**config.mk**
```make
export PLATFORM = sky130hd
export DESIGN_NAME = ilha_ctrl
export DESIGN_NICKNAME = d
export VERILOG_FILES = /design/src/design/ilha_pkg.sv /design/src/design/ilha_ctrl.sv
export SDC_FILE = /design/constraint.sdc
export NUM_CORES = 2
export LEC_CHECK = 0
export ABC_AREA = 1
export BUFFER_PORTS_ARGS = -buffer_cell sky130_fd_sc_hd__buf_2
export CELL_PAD_IN_SITES_DETAIL_PLACEMENT = 1
export CELL_PAD_IN_SITES_GLOBAL_PLACEMENT = 1
export CORE_UTILIZATION = 35
export CTS_CLUSTER_DIAMETER = 80
export DETAILED_ROUTE_END_ITERATION = 16
export HOLD_SLACK_MARGIN = 0.15
export PLACE_DENSITY_LB_ADDON = 0.08
export REMOVE_ABC_BUFFERS = 1
export SYNTH_ARGS = -nofsm -noshare
export SYNTH_HDL_FRONTEND = slang
export SYNTH_SLANG_ARGS = --single-unit
```
**constraint.sdc**
```tcl
create_clock -name clk_i -period 4.33 [get_ports clk_i]
set_clock_uncertainty 0.15 [all_clocks]
set_input_delay 0.2165 -clock clk_i [delete_from_list [all_inputs] [get_ports clk_i]]
set_output_delay 0.2165 -clock clk_i [all_outputs]
set_load 0.01 [all_outputs]
```
**src/design/ilha_pkg.sv**
```systemverilog
// Shared types, constants and helpers of the heap allocator.
package ilha_pkg;

  localparam int unsigned HEAP_BYTES_DEF = 65536;
  localparam logic [31:0] CHUNK_BYTES    = 32'd4096;
  localparam logic [31:0] MIN_BLOCK      = 32'd16;
  localparam logic [31:0] LIST_START     = 32'd8;
  localparam logic [31:0] DSIZE          = 32'd8;
  localparam logic [31:0] WSIZE          = 32'd4;
  localparam logic [31:0] TAG_ALLOC      = 32'd1;

  typedef enum logic [1:0] {
    CMD_INIT    = 2'd0,
    CMD_ALLOC   = 2'd1,
    CMD_FREE    = 2'd2,
    CMD_REALLOC = 2'd3
  } cmd_e;

  typedef struct packed {
    logic        we;
    logic        re;
    logic [31:0] addr;
    logic [31:0] wdata;
  } mem_req_t;

  function automatic logic [31:0] tag_size(input logic [31:0] tag);
    tag_size = {tag[31:3], 3'b000};
  endfunction

endpackage

```
**src/design/ilha_ctrl.sv**
```systemverilog
// Command sequencer: tag walk, split, extend and coalesce over the heap memory.
module ilha_ctrl #(
  parameter int unsigned HEAP_BYTES = ilha_pkg::HEAP_BYTES_DEF
) (
  input  logic               clk_i,
  input  logic               rst_ni,
  input  logic               in_valid_i,
  output logic               in_stall_o,
  input  logic [1:0]         cmd_i,
  input  logic [15:0]        block_addr_i,
  input  logic [15:0]        request_bytes_i,
  output logic               out_valid_o,
  input  logic               out_stall_i,
  output logic [15:0]        result_addr_o,
  output logic               status_o,
  output ilha_pkg::mem_req_t mem_req_o,
  input  logic [31:0]        mem_rdata_i
);

  localparam int unsigned BW     = $clog2(HEAP_BYTES + 1);
  localparam logic [31:0] HEAP32 = 32'(HEAP_BYTES);

  localparam logic [5:0] S_IDLE  = 6'd0;
  localparam logic [5:0] S_INIT0 = 6'd1;
  localparam logic [5:0] S_INIT1 = 6'd2;
  localparam logic [5:0] S_INIT2 = 6'd3;
  localparam logic [5:0] S_INIT3 = 6'd4;
  localparam logic [5:0] S_EXT   = 6'd5;
  localparam logic [5:0] S_EXTW2 = 6'd6;
  localparam logic [5:0] S_FFR   = 6'd7;
  localparam logic [5:0] S_FFD   = 6'd8;
  localparam logic [5:0] S_PUT   = 6'd9;
  localparam logic [5:0] S_PUT1  = 6'd10;
  localparam logic [5:0] S_PSR2  = 6'd11;
  localparam logic [5:0] S_PSN   = 6'd12;
  localparam logic [5:0] S_ADONE = 6'd13;
  localparam logic [5:0] S_FREE  = 6'd14;
  localparam logic [5:0] S_FR1   = 6'd15;
  localparam logic [5:0] S_HFW   = 6'd16;
  localparam logic [5:0] S_HFR   = 6'd17;
  localparam logic [5:0] S_HFF   = 6'd18;
  localparam logic [5:0] S_MG0   = 6'd19;
  localparam logic [5:0] S_MG1   = 6'd20;
  localparam logic [5:0] S_MG2   = 6'd21;
  localparam logic [5:0] S_MG3   = 6'd22;
  localparam logic [5:0] S_MG4   = 6'd23;
  localparam logic [5:0] S_MG5   = 6'd24;
  localparam logic [5:0] S_MBW0  = 6'd25;
  localparam logic [5:0] S_MBR0  = 6'd26;
  localparam logic [5:0] S_MBR1  = 6'd27;
  localparam logic [5:0] S_MC0   = 6'd28;
  localparam logic [5:0] S_MCW0  = 6'd29;
  localparam logic [5:0] S_MCR1  = 6'd30;
  localparam logic [5:0] S_MCR2  = 6'd31;
  localparam logic [5:0] S_MCW1  = 6'd32;
  localparam logic [5:0] S_MCR3  = 6'd33;
  localparam logic [5:0] S_MCF   = 6'd34;
  localparam logic [5:0] S_MRET  = 6'd35;
  localparam logic [5:0] S_DONE  = 6'd36;

  localparam logic [1:0] C_INIT  = 2'd0;
  localparam logic [1:0] C_ALLOC = 2'd1;
  localparam logic [1:0] C_FREE  = 2'd2;

  logic [5:0]    state_q, state_d, hret_q, hret_d;
  logic [1:0]    caller_q, caller_d;
  logic [BW-1:0] brk_q, brk_d;
  logic          ok_q, ok_d, pa_q, pa_d;
  logic          out_valid_q, out_valid_d;

  ilha_pkg::cmd_e cmd_q, cmd_d;
  logic [15:0] addr_q, addr_d, req_q, req_d, result_q, result_d;
  logic        status_q, status_d;
  logic [31:0] bp_q, bp_d, asize_q, asize_d, ext_q, ext_d, res_q, res_d;
  logic [31:0] cs_q, cs_d, hx_q, hx_d, hv_q, hv_d;
  logic [31:0] prv_q, prv_d, nxt_q, nxt_d, s2_q, s2_d;
  logic [31:0] size_q, size_d, osize_q, osize_d;

  logic [31:0] brk32, rsz, nb, asz_c;

  assign brk32 = 32'(brk_q);
  assign rsz   = ilha_pkg::tag_size(mem_rdata_i);
  assign nb    = bp_q + rsz;
  assign asz_c = (req_q <= 16'd8) ? ilha_pkg::MIN_BLOCK
               : ((32'(req_q) + 32'd15) & ~32'd7);

  always_comb begin
    state_d     = state_q;
    hret_d      = hret_q;
    caller_d    = caller_q;
    brk_d       = brk_q;
    ok_d        = ok_q;
    pa_d        = pa_q;
    out_valid_d = out_valid_q;
    cmd_d       = cmd_q;
    addr_d      = addr_q;
    req_d       = req_q;
    result_d    = result_q;
    status_d    = status_q;
    bp_d        = bp_q;
    asize_d     = asize_q;
    ext_d       = ext_q;
    res_d       = res_q;
    cs_d        = cs_q;
    hx_d        = hx_q;
    hv_d        = hv_q;
    prv_d       = prv_q;
    nxt_d       = nxt_q;
    s2_d        = s2_q;
    size_d      = size_q;
    osize_d     = osize_q;
    mem_req_o   = '0;

    if (out_valid_q && !out_stall_i) begin
      out_valid_d = 1'b0;
    end

    unique case (state_q)
      S_IDLE: begin
        if (in_valid_i) begin
          cmd_d  = ilha_pkg::cmd_e'(cmd_i);
          addr_d = block_addr_i;
          req_d  = request_bytes_i;
          ok_d   = 1'b1;
          res_d  = '0;
          if (ilha_pkg::cmd_e'(cmd_i) == ilha_pkg::CMD_INIT) begin
            brk_d   = BW'(16);
            state_d = S_INIT0;
          end else if (brk_q == '0) begin
            ok_d    = 1'b0;
            state_d = S_DONE;
          end else if (ilha_pkg::cmd_e'(cmd_i) == ilha_pkg::CMD_FREE) begin
            state_d = S_FREE;
          end else begin
            state_d = S_PUT1;
            if (request_bytes_i == 16'd0) begin
              ok_d    = 1'b0;
              state_d = S_DONE;
            end else begin
              bp_d    = ilha_pkg::LIST_START;
              state_d = S_FFR;
            end
          end
        end
      end
      S_INIT0: begin
        mem_req_o = '{we: 1'b1, re: 1'b0, addr: 32'd0, wdata: 32'd0};
        state_d   = S_INIT1;
      end
      S_INIT1: begin
        mem_req_o = '{we: 1'b1, re: 1'b0, addr: 32'd4,
                      wdata: ilha_pkg::DSIZE | ilha_pkg::TAG_ALLOC};
        state_d   = S_INIT2;
      end
      S_INIT2: begin
        mem_req_o = '{we: 1'b1, re: 1'b0, addr: 32'd8,
                      wdata: ilha_pkg::DSIZE | ilha_pkg::TAG_ALLOC};
        state_d   = S_INIT3;
      end
      S_INIT3: begin
        mem_req_o = '{we: 1'b1, re: 1'b0, addr: 32'd12, wdata: ilha_pkg::TAG_ALLOC};
        ext_d     = ilha_pkg::CHUNK_BYTES;
        caller_d  = C_INIT;
        state_d   = S_EXT;
      end
      S_EXT: begin
        if (ext_q > HEAP32 - brk32) begin
          ok_d    = 1'b0;
          state_d = S_DONE;
        end else begin
          bp_d    = brk32;
          brk_d   = brk_q + BW'(ext_q);
          hx_d    = brk32;
          hv_d    = ext_q;
          hret_d  = S_EXTW2;
          state_d = S_HFW;
        end
      end
      S_EXTW2: begin
        mem_req_o = '{we: 1'b1, re: 1'b0, addr: bp_q + ext_q - ilha_pkg::WSIZE,
                      wdata: ilha_pkg::TAG_ALLOC};
        state_d   = S_MG0;
      end
      S_FFR: begin
        asize_d = asz_c;
        if (bp_q - ilha_pkg::WSIZE < brk32) begin
          mem_req_o = '{we: 1'b0, re: 1'b1, addr: bp_q - ilha_pkg::WSIZE, wdata: '0};
          state_d   = S_FFD;
        end else begin
          ext_d    = (asz_c > ilha_pkg::CHUNK_BYTES) ? asz_c : ilha_pkg::CHUNK_BYTES;
          caller_d = C_ALLOC;
          state_d  = S_EXT;
        end
      end
      S_FFD: begin
        if (rsz != '0 && !mem_rdata_i[0] && rsz >= asize_q) begin
          state_d = S_PUT;
        end else if (rsz == '0 || nb <= bp_q) begin
          ext_d    = (asize_q > ilha_pkg::CHUNK_BYTES) ? asize_q : ilha_pkg::CHUNK_BYTES;
          caller_d = C_ALLOC;
          state_d  = S_EXT;
        end else begin
          bp_d    = nb;
          state_d = S_FFR;
        end
      end
      S_PUT: begin
        mem_req_o = '{we: 1'b0, re: 1'b1, addr: bp_q - ilha_pkg::WSIZE, wdata: '0};
        res_d     = bp_q;
        state_d   = S_PUT1;
      end
      S_PUT1: begin
        cs_d    = rsz;
        hx_d    = bp_q;
        state_d = S_HFW;
        if (rsz - asize_q >= ilha_pkg::MIN_BLOCK) begin
          hv_d   = asize_q | ilha_pkg::TAG_ALLOC;
          hret_d = S_PSR2;
        end else begin
          hv_d   = rsz | ilha_pkg::TAG_ALLOC;
          hret_d = S_ADONE;
        end
      end
      S_PSR2: begin
        mem_req_o = '{we: 1'b0, re: 1'b1, addr: bp_q - ilha_pkg::WSIZE, wdata: '0};
        state_d   = S_PSN;
      end
      S_PSN: begin
        hx_d    = nb;
        hv_d    = cs_q - asize_q;
        hret_d  = S_ADONE;
        state_d = S_HFW;
      end
      S_ADONE: begin
        if (cmd_q == ilha_pkg::CMD_REALLOC) begin
          state_d = S_FREE;
        end else begin
          state_d = S_DONE;
        end
      end
      S_FREE: begin
        if (addr_q == 16'd0) begin
          state_d = S_DONE;
        end else begin
          bp_d      = 32'(addr_q);
          mem_req_o = '{we: 1'b0, re: 1'b1, addr: 32'(addr_q) - ilha_pkg::WSIZE,
                        wdata: '0};
          state_d   = S_FR1;
        end
      end
      S_FR1: begin
        hx_d     = bp_q;
        hv_d     = rsz;
        hret_d   = S_MG0;
        caller_d = C_FREE;
        state_d  = S_HFW;
      end
      S_HFW: begin
        mem_req_o = '{we: 1'b1, re: 1'b0, addr: hx_q - ilha_pkg::WSIZE, wdata: hv_q};
        state_d   = S_HFR;
      end
      S_HFR: begin
        mem_req_o = '{we: 1'b0, re: 1'b1, addr: hx_q - ilha_pkg::WSIZE, wdata: '0};
        state_d   = S_HFF;
      end
      S_HFF: begin
        mem_req_o = '{we: 1'b1, re: 1'b0, addr: hx_q + rsz - ilha_pkg::DSIZE,
                      wdata: hv_q};
        state_d   = hret_q;
      end
      S_MG0: begin
        mem_req_o = '{we: 1'b0, re: 1'b1, addr: bp_q - ilha_pkg::DSIZE, wdata: '0};
        state_d   = S_MG1;
      end
      S_MG1: begin
        prv_d     = bp_q - rsz;
        mem_req_o = '{we: 1'b0, re: 1'b1, addr: bp_q - rsz - ilha_pkg::WSIZE, wdata: '0};
        state_d   = S_MG2;
      end
      S_MG2: begin
        s2_d      = rsz;
        mem_req_o = '{we: 1'b0, re: 1'b1, addr: prv_q + rsz - ilha_pkg::DSIZE, wdata: '0};
        state_d   = S_MG3;
      end
      S_MG3: begin
        pa_d      = mem_rdata_i[0];
        mem_req_o = '{we: 1'b0, re: 1'b1, addr: bp_q - ilha_pkg::WSIZE, wdata: '0};
        state_d   = S_MG4;
      end
      S_MG4: begin
        size_d    = rsz;
        osize_d   = rsz;
        nxt_d     = nb;
        mem_req_o = '{we: 1'b0, re: 1'b1, addr: nb - ilha_pkg::WSIZE, wdata: '0};
        state_d   = S_MG5;
      end
      S_MG5: begin
        if (pa_q && mem_rdata_i[0]) begin
          state_d = S_MRET;
        end else if (pa_q) begin
          hx_d    = bp_q;
          hv_d    = size_q + rsz;
          hret_d  = S_MRET;
          state_d = S_HFW;
        end else if (mem_rdata_i[0]) begin
          size_d  = size_q + s2_q;
          state_d = S_MBW0;
        end else begin
          mem_req_o = '{we: 1'b0, re: 1'b1, addr: nxt_q + rsz - ilha_pkg::DSIZE,
                        wdata: '0};
          state_d   = S_MC0;
        end
      end
      S_MBW0: begin
        mem_req_o = '{we: 1'b1, re: 1'b0, addr: bp_q + osize_q - ilha_pkg::DSIZE,
                      wdata: size_q};
        state_d   = S_MBR0;
      end
      S_MBR0: begin
        mem_req_o = '{we: 1'b0, re: 1'b1, addr: bp_q - ilha_pkg::DSIZE, wdata: '0};
        state_d   = S_MBR1;
      end
      S_MBR1: begin
        mem_req_o = '{we: 1'b1, re: 1'b0, addr: bp_q - rsz - ilha_pkg::WSIZE,
                      wdata: size_q};
        bp_d      = bp_q - rsz;
        state_d   = S_MRET;
      end
      S_MC0: begin
        size_d    = size_q + s2_q + rsz;
        mem_req_o = '{we: 1'b0, re: 1'b1, addr: bp_q - ilha_pkg::DSIZE, wdata: '0};
        state_d   = S_MCW0;
      end
      S_MCW0: begin
        mem_req_o = '{we: 1'b1, re: 1'b0, addr: bp_q - rsz - ilha_pkg::WSIZE,
                      wdata: size_q};
        state_d   = S_MCR1;
      end
      S_MCR1: begin
        mem_req_o = '{we: 1'b0, re: 1'b1, addr: bp_q - ilha_pkg::WSIZE, wdata: '0};
        state_d   = S_MCR2;
      end
      S_MCR2: begin
        nxt_d     = nb;
        mem_req_o = '{we: 1'b0, re: 1'b1, addr: nb - ilha_pkg::WSIZE, wdata: '0};
        state_d   = S_MCW1;
      end
      S_MCW1: begin
        mem_req_o = '{we: 1'b1, re: 1'b0, addr: nxt_q + rsz - ilha_pkg::DSIZE,
                      wdata: size_q};
        state_d   = S_MCR3;
      end
      S_MCR3: begin
        mem_req_o = '{we: 1'b0, re: 1'b1, addr: bp_q - ilha_pkg::DSIZE, wdata: '0};
        state_d   = S_MCF;
      end
      S_MCF: begin
        bp_d    = bp_q - rsz;
        state_d = S_MRET;
      end
      S_MRET: begin
        unique case (caller_q)
          C_ALLOC: state_d = S_PUT;
          default: state_d = S_DONE;
        endcase
      end
      S_DONE: begin
        if (!out_valid_q || !out_stall_i) begin
          out_valid_d = 1'b1;
          result_d    = ok_q ? res_q[15:0] : 16'd0;
          status_d    = !ok_q;
          state_d     = S_IDLE;
        end
      end
      default: state_d = S_IDLE;
    endcase
  end

  always_ff @(posedge clk_i or negedge rst_ni) begin
    if (!rst_ni) begin
      state_q     <= S_IDLE;
      brk_q       <= '0;
      out_valid_q <= 1'b0;
    end else begin
      state_q     <= state_d;
      brk_q       <= brk_d;
      out_valid_q <= out_valid_d;
    end
  end

  always_ff @(posedge clk_i) begin
    hret_q   <= hret_d;
    caller_q <= caller_d;
    ok_q     <= ok_d;
    pa_q     <= pa_d;
    cmd_q    <= cmd_d;
    addr_q   <= addr_d;
    req_q    <= req_d;
    result_q <= result_d;
    status_q <= status_d;
    bp_q     <= bp_d;
    asize_q  <= asize_d;
    ext_q    <= ext_d;
    res_q    <= res_d;
    cs_q     <= cs_d;
    hx_q     <= hx_d;
    hv_q     <= hv_d;
    prv_q    <= prv_d;
    nxt_q    <= nxt_d;
    s2_q     <= s2_d;
    size_q   <= size_d;
    osize_q  <= osize_d;
  end

  assign in_stall_o    = (state_q != S_IDLE);
  assign out_valid_o   = out_valid_q;
  assign result_addr_o = result_q;
  assign status_o      = status_q;

  a_one_access: assert property (@(posedge clk_i) disable iff (!rst_ni)
    !(mem_req_o.we && mem_req_o.re))
    else $error("read and write in one cycle");

  a_brk_bound: assert property (@(posedge clk_i) disable iff (!rst_ni)
    32'(brk_q) <= HEAP32)
    else $error("break past heap end");

  a_accept_busy: assert property (@(posedge clk_i) disable iff (!rst_ni)
    (in_valid_i && !in_stall_o) |=> in_stall_o)
    else $error("request accepted without leaving idle");

  a_fail_zero: assert property (@(posedge clk_i) disable iff (!rst_ni)
    (out_valid_o && status_o) |-> (result_addr_o == 16'd0))
    else $error("failed request carries an address");

endmodule

```
==> results.json <==
{
  "first_pass_iters": 5,
  "start_kind": "flop",
  "cp.arrival_ns": 4.34,
  "mostFrequentLayoutCells": "1274 x nand2_1, 1033 x inv_1, 863 x buf_4",
  "worstSkewPairLatency_ns": 0.75,
  "ys_types": 79,
  "finalHoldViolations": 0,
  "yosysTopAreaCell": "edfxtp_1",
  "place_area_um2": 54400,
  "min_path_type": "primary input to flop",
  "numPlacedInstances": 9144,
  "ys.flop_type": "edfxtp_1",
  "route.vias.total": 54093,
  "avgRoutedWirePerCell_um": 29.2,
  "synthCells": 6547,
  "fmax_mhz": 213,
  "crit_path_end_kind": "output pin",
  "hpwl_um": 228000,
  "core_um2": 129000,
  "crit_fanout": 4,
  "setup_viol": 57,
  "synth_edf_count": 379,
  "drcViolationCount": 0,
  "min_period_ns": 4.71,
  "yosysWarningCount": 0,
  "drive_above_1_share": 0.278,
  "r2r-start": "bp_q[26]",
  "drv_slew": 0,
  "async_reset_ff_frac": 0.0525,
  "crit_required_ns": 3.96,
  "mostFrequentLayoutCell": "nand2_1",
  "initial_core_util": 0.352,
  "numPortBuffers": 150,
  "grtUsageTotal": 0.414,
  "cts_buffer_depth": 3,
  "rsz0062_at_grt": "true",
  "total_power_mw": 47.0,
  "ir_drop_v": 0.000397,
  "hold_path_end": "size_q[8]",
  "overflow": 0,
  "power.density_nw_per_um2": 742,
  "clkTransAtPathRegs_ns": 0.06,
  "fin_area_um2": 63300,
  "dieArea_um2": 132000,
  "worst_hold_slack_ns": 0.198,
  "cts_max_level": 2,
  "final_cells": 9562,
  "cts.sinks": 400,
  "violations": "negative setup slack",
  "netlist.area_leader.share": 0.250,
  "syn_to_final_growth_pct": 39.0,
  "syn_avg_cell_area_um2": 6.96,
  "syn-cell-area_um2": 45600,
  "cap_viol_max_count": 0,
  "die_h_um": 363,
  "gp_congestion": 1.04,
  "holdPathStages": 4,
  "routed_wl_um": 279000,
  "status": "complete, but fails checks",
  "slew-limit-headroom": 0.252,
  "first_global_vias": 54130,
  "antenna_left": 0,
  "rows": 132,
  "cts_tree": "yes",
  "cts_root_buf": "clkbuf_16",
  "dieWidth_um": 363,
  "final_util": 0.490,
  "crit-reg2reg-capture": "ext_q[10]",
  "tns_ns": -9.99,
  "netlist_top_cells_area": "edfxtp_1 25%, ha_1 14%, nand2_1 11%",
  "synth_seq_cells": 400,
  "min-delay-start": "mem_rdata_i[8]",
  "r2r_cells": 19,
  "worst_slew_pin_slew_ns": 1.12,
  "viasPerCell": 5.66,
  "setup_ws_ns": -0.376,
  "path_class": "flop to output pin",
  "grt_pass1_wl_um": 390000,
  "p_leak_nw": 29.4,
  "pre_cts_ws_ns": -0.555,
  "nNetsFinal": 8362,
  "grt_max_degree": 47,
  "synth-seq-area-share": 0.261,
  "drt-initial-drc-count": 5733,
  "fin_crit_sh": 1.09,
  "io_pins": 155,
  "antenna_found_initial": 24,
  "rrSetupSlack_ns": -0.12,
  "cts_buffers": 58
}
==> power breakdown <==
group          internal [mW]  switching, mW  total, mW
combinational           13.5           22.5       36.0
clock                   2.86           2.30       5.16
sequential              5.29          0.580       5.87
total                   21.6           25.4       47.0
==> cell type report <==
class                   count  area, µm²
multi-input cells        4893      32500
flip-flops and latches    400      11900
well taps                1742       2180
inverters                1159       4440
clock buffers              70       1520
diodes                     13       32.5
repair buffers           1245      10300
clock inverters            40        480
fillers                 16236      66000
==> metal layers <==
metal  GRT usage  vias to the layer above  wire [µm]
li1            -                    24400          -
met1       0.574                    26857     121000
met2       0.621                     2269     117000
met3      0.0808                      551      26500
met4       0.175                       16      14300
met5           0                        -        101
==> synthesized netlist by cell type (9+ instances only) <==
master / instances
a211oi_1: 10
a21boi_0: 13
a21o_1: 20
a21oi_1: 479
a221oi_1: 13
a31oi_1: 32
and2_1: 9
buf_1: 9
buf_2: 17
buf_4: 9
buf_6: 11
clkbuf_1: 50
clkinv_1: 13
dfrtp_1: 21
edfxtp_1: 379
fa_1: 13
ha_1: 522
inv_1: 1086
inv_2: 57
nand2_1: 1393
nand2_2: 69
nand2_4: 10
nand3_1: 419
nand3_2: 11
nand4_1: 139
nor2_1: 590
nor2_2: 46
nor2_4: 27
nor3_1: 103
nor3_2: 13
nor4_1: 34
o2111ai_1: 24
o211ai_1: 66
o21a_1: 21
o21ai_0: 351
o21ai_1: 16
o21bai_1: 30
o221ai_1: 30
o22ai_1: 53
or2_2: 76
xnor2_1: 34
xor2_1: 141
==> worst max-delay path by stage <==
stage                         startpoint             to  depth (start not counted)  slack, ns
after floorplan               state_q[5]      hret_q[0]                          9      -1.81
after global placement    mem_rdata_i[3]      ext_q[10]                         25      -0.58
after detailed placement        bp_q[16]      ext_q[16]                         21      -0.55
after CTS                        bp_q[3]  mem_req_o[49]                         25      -0.32
after global routing             bp_q[3]  mem_req_o[34]                         22      -0.47
final                            bp_q[3]  mem_req_o[49]                         25      -0.38
==> cell families (layout without fill, tap and decap cells) <==
family,after synthesis,count (layout),synth area share
other,1,15,0.0000823
adders and majority gates,535,535,0.149
buffers and inverters,1255,2514,0.107
and+or+nand+nor,2963,2963,0.291
xor gates and xnor gates,185,185,0.0377
AOI/OAI and AO/OA,1208,1208,0.154
DFF,400,400,0.261
==> flip-flops by register name (all words and copies together), names as in the netlist, 29 cells and up <==
name	cells
bp_q	32
hx_q	32
nxt_q	32
prv_q	32
hv_q	30
cs_q	29
osize_q	29
s2_q	29
size_q	29
==> timing repair <==
action,4_1_cts,5_1_grt
pin swaps,149,193
cloned,4,1
resized for setup,608,390
setup buffers,118,78
setup endpoints to repair,92,163
endpoints found under the hold margin,244,5
hold buffers,106,2
==> worst max-delay path, cell delays in order, from the launching register on <==
cell      delay, ns
edfxtp_1       0.43
buf_6          0.16
inv_8          0.06
ha_4           0.13
inv_4          0.03
fa_2           0.42
inv_2          0.09
nand2_2        0.05
nand2_2        0.10
inv_2          0.07
buf_6          0.12
nor2_4         0.15
nand3_2        0.12
nor2_4         0.15
nand2_2        0.08
nor2_4         0.14
nand2_4        0.11
nor2_4         0.15
inv_2          0.08
nor2_4         0.14
buf_6          0.11
xor2_1         0.14
buf_4          0.17
o211ai_1       0.09
buf_4          0.18
buf_6          0.12
Note: power is estimated with default switching activity, not from simulation.
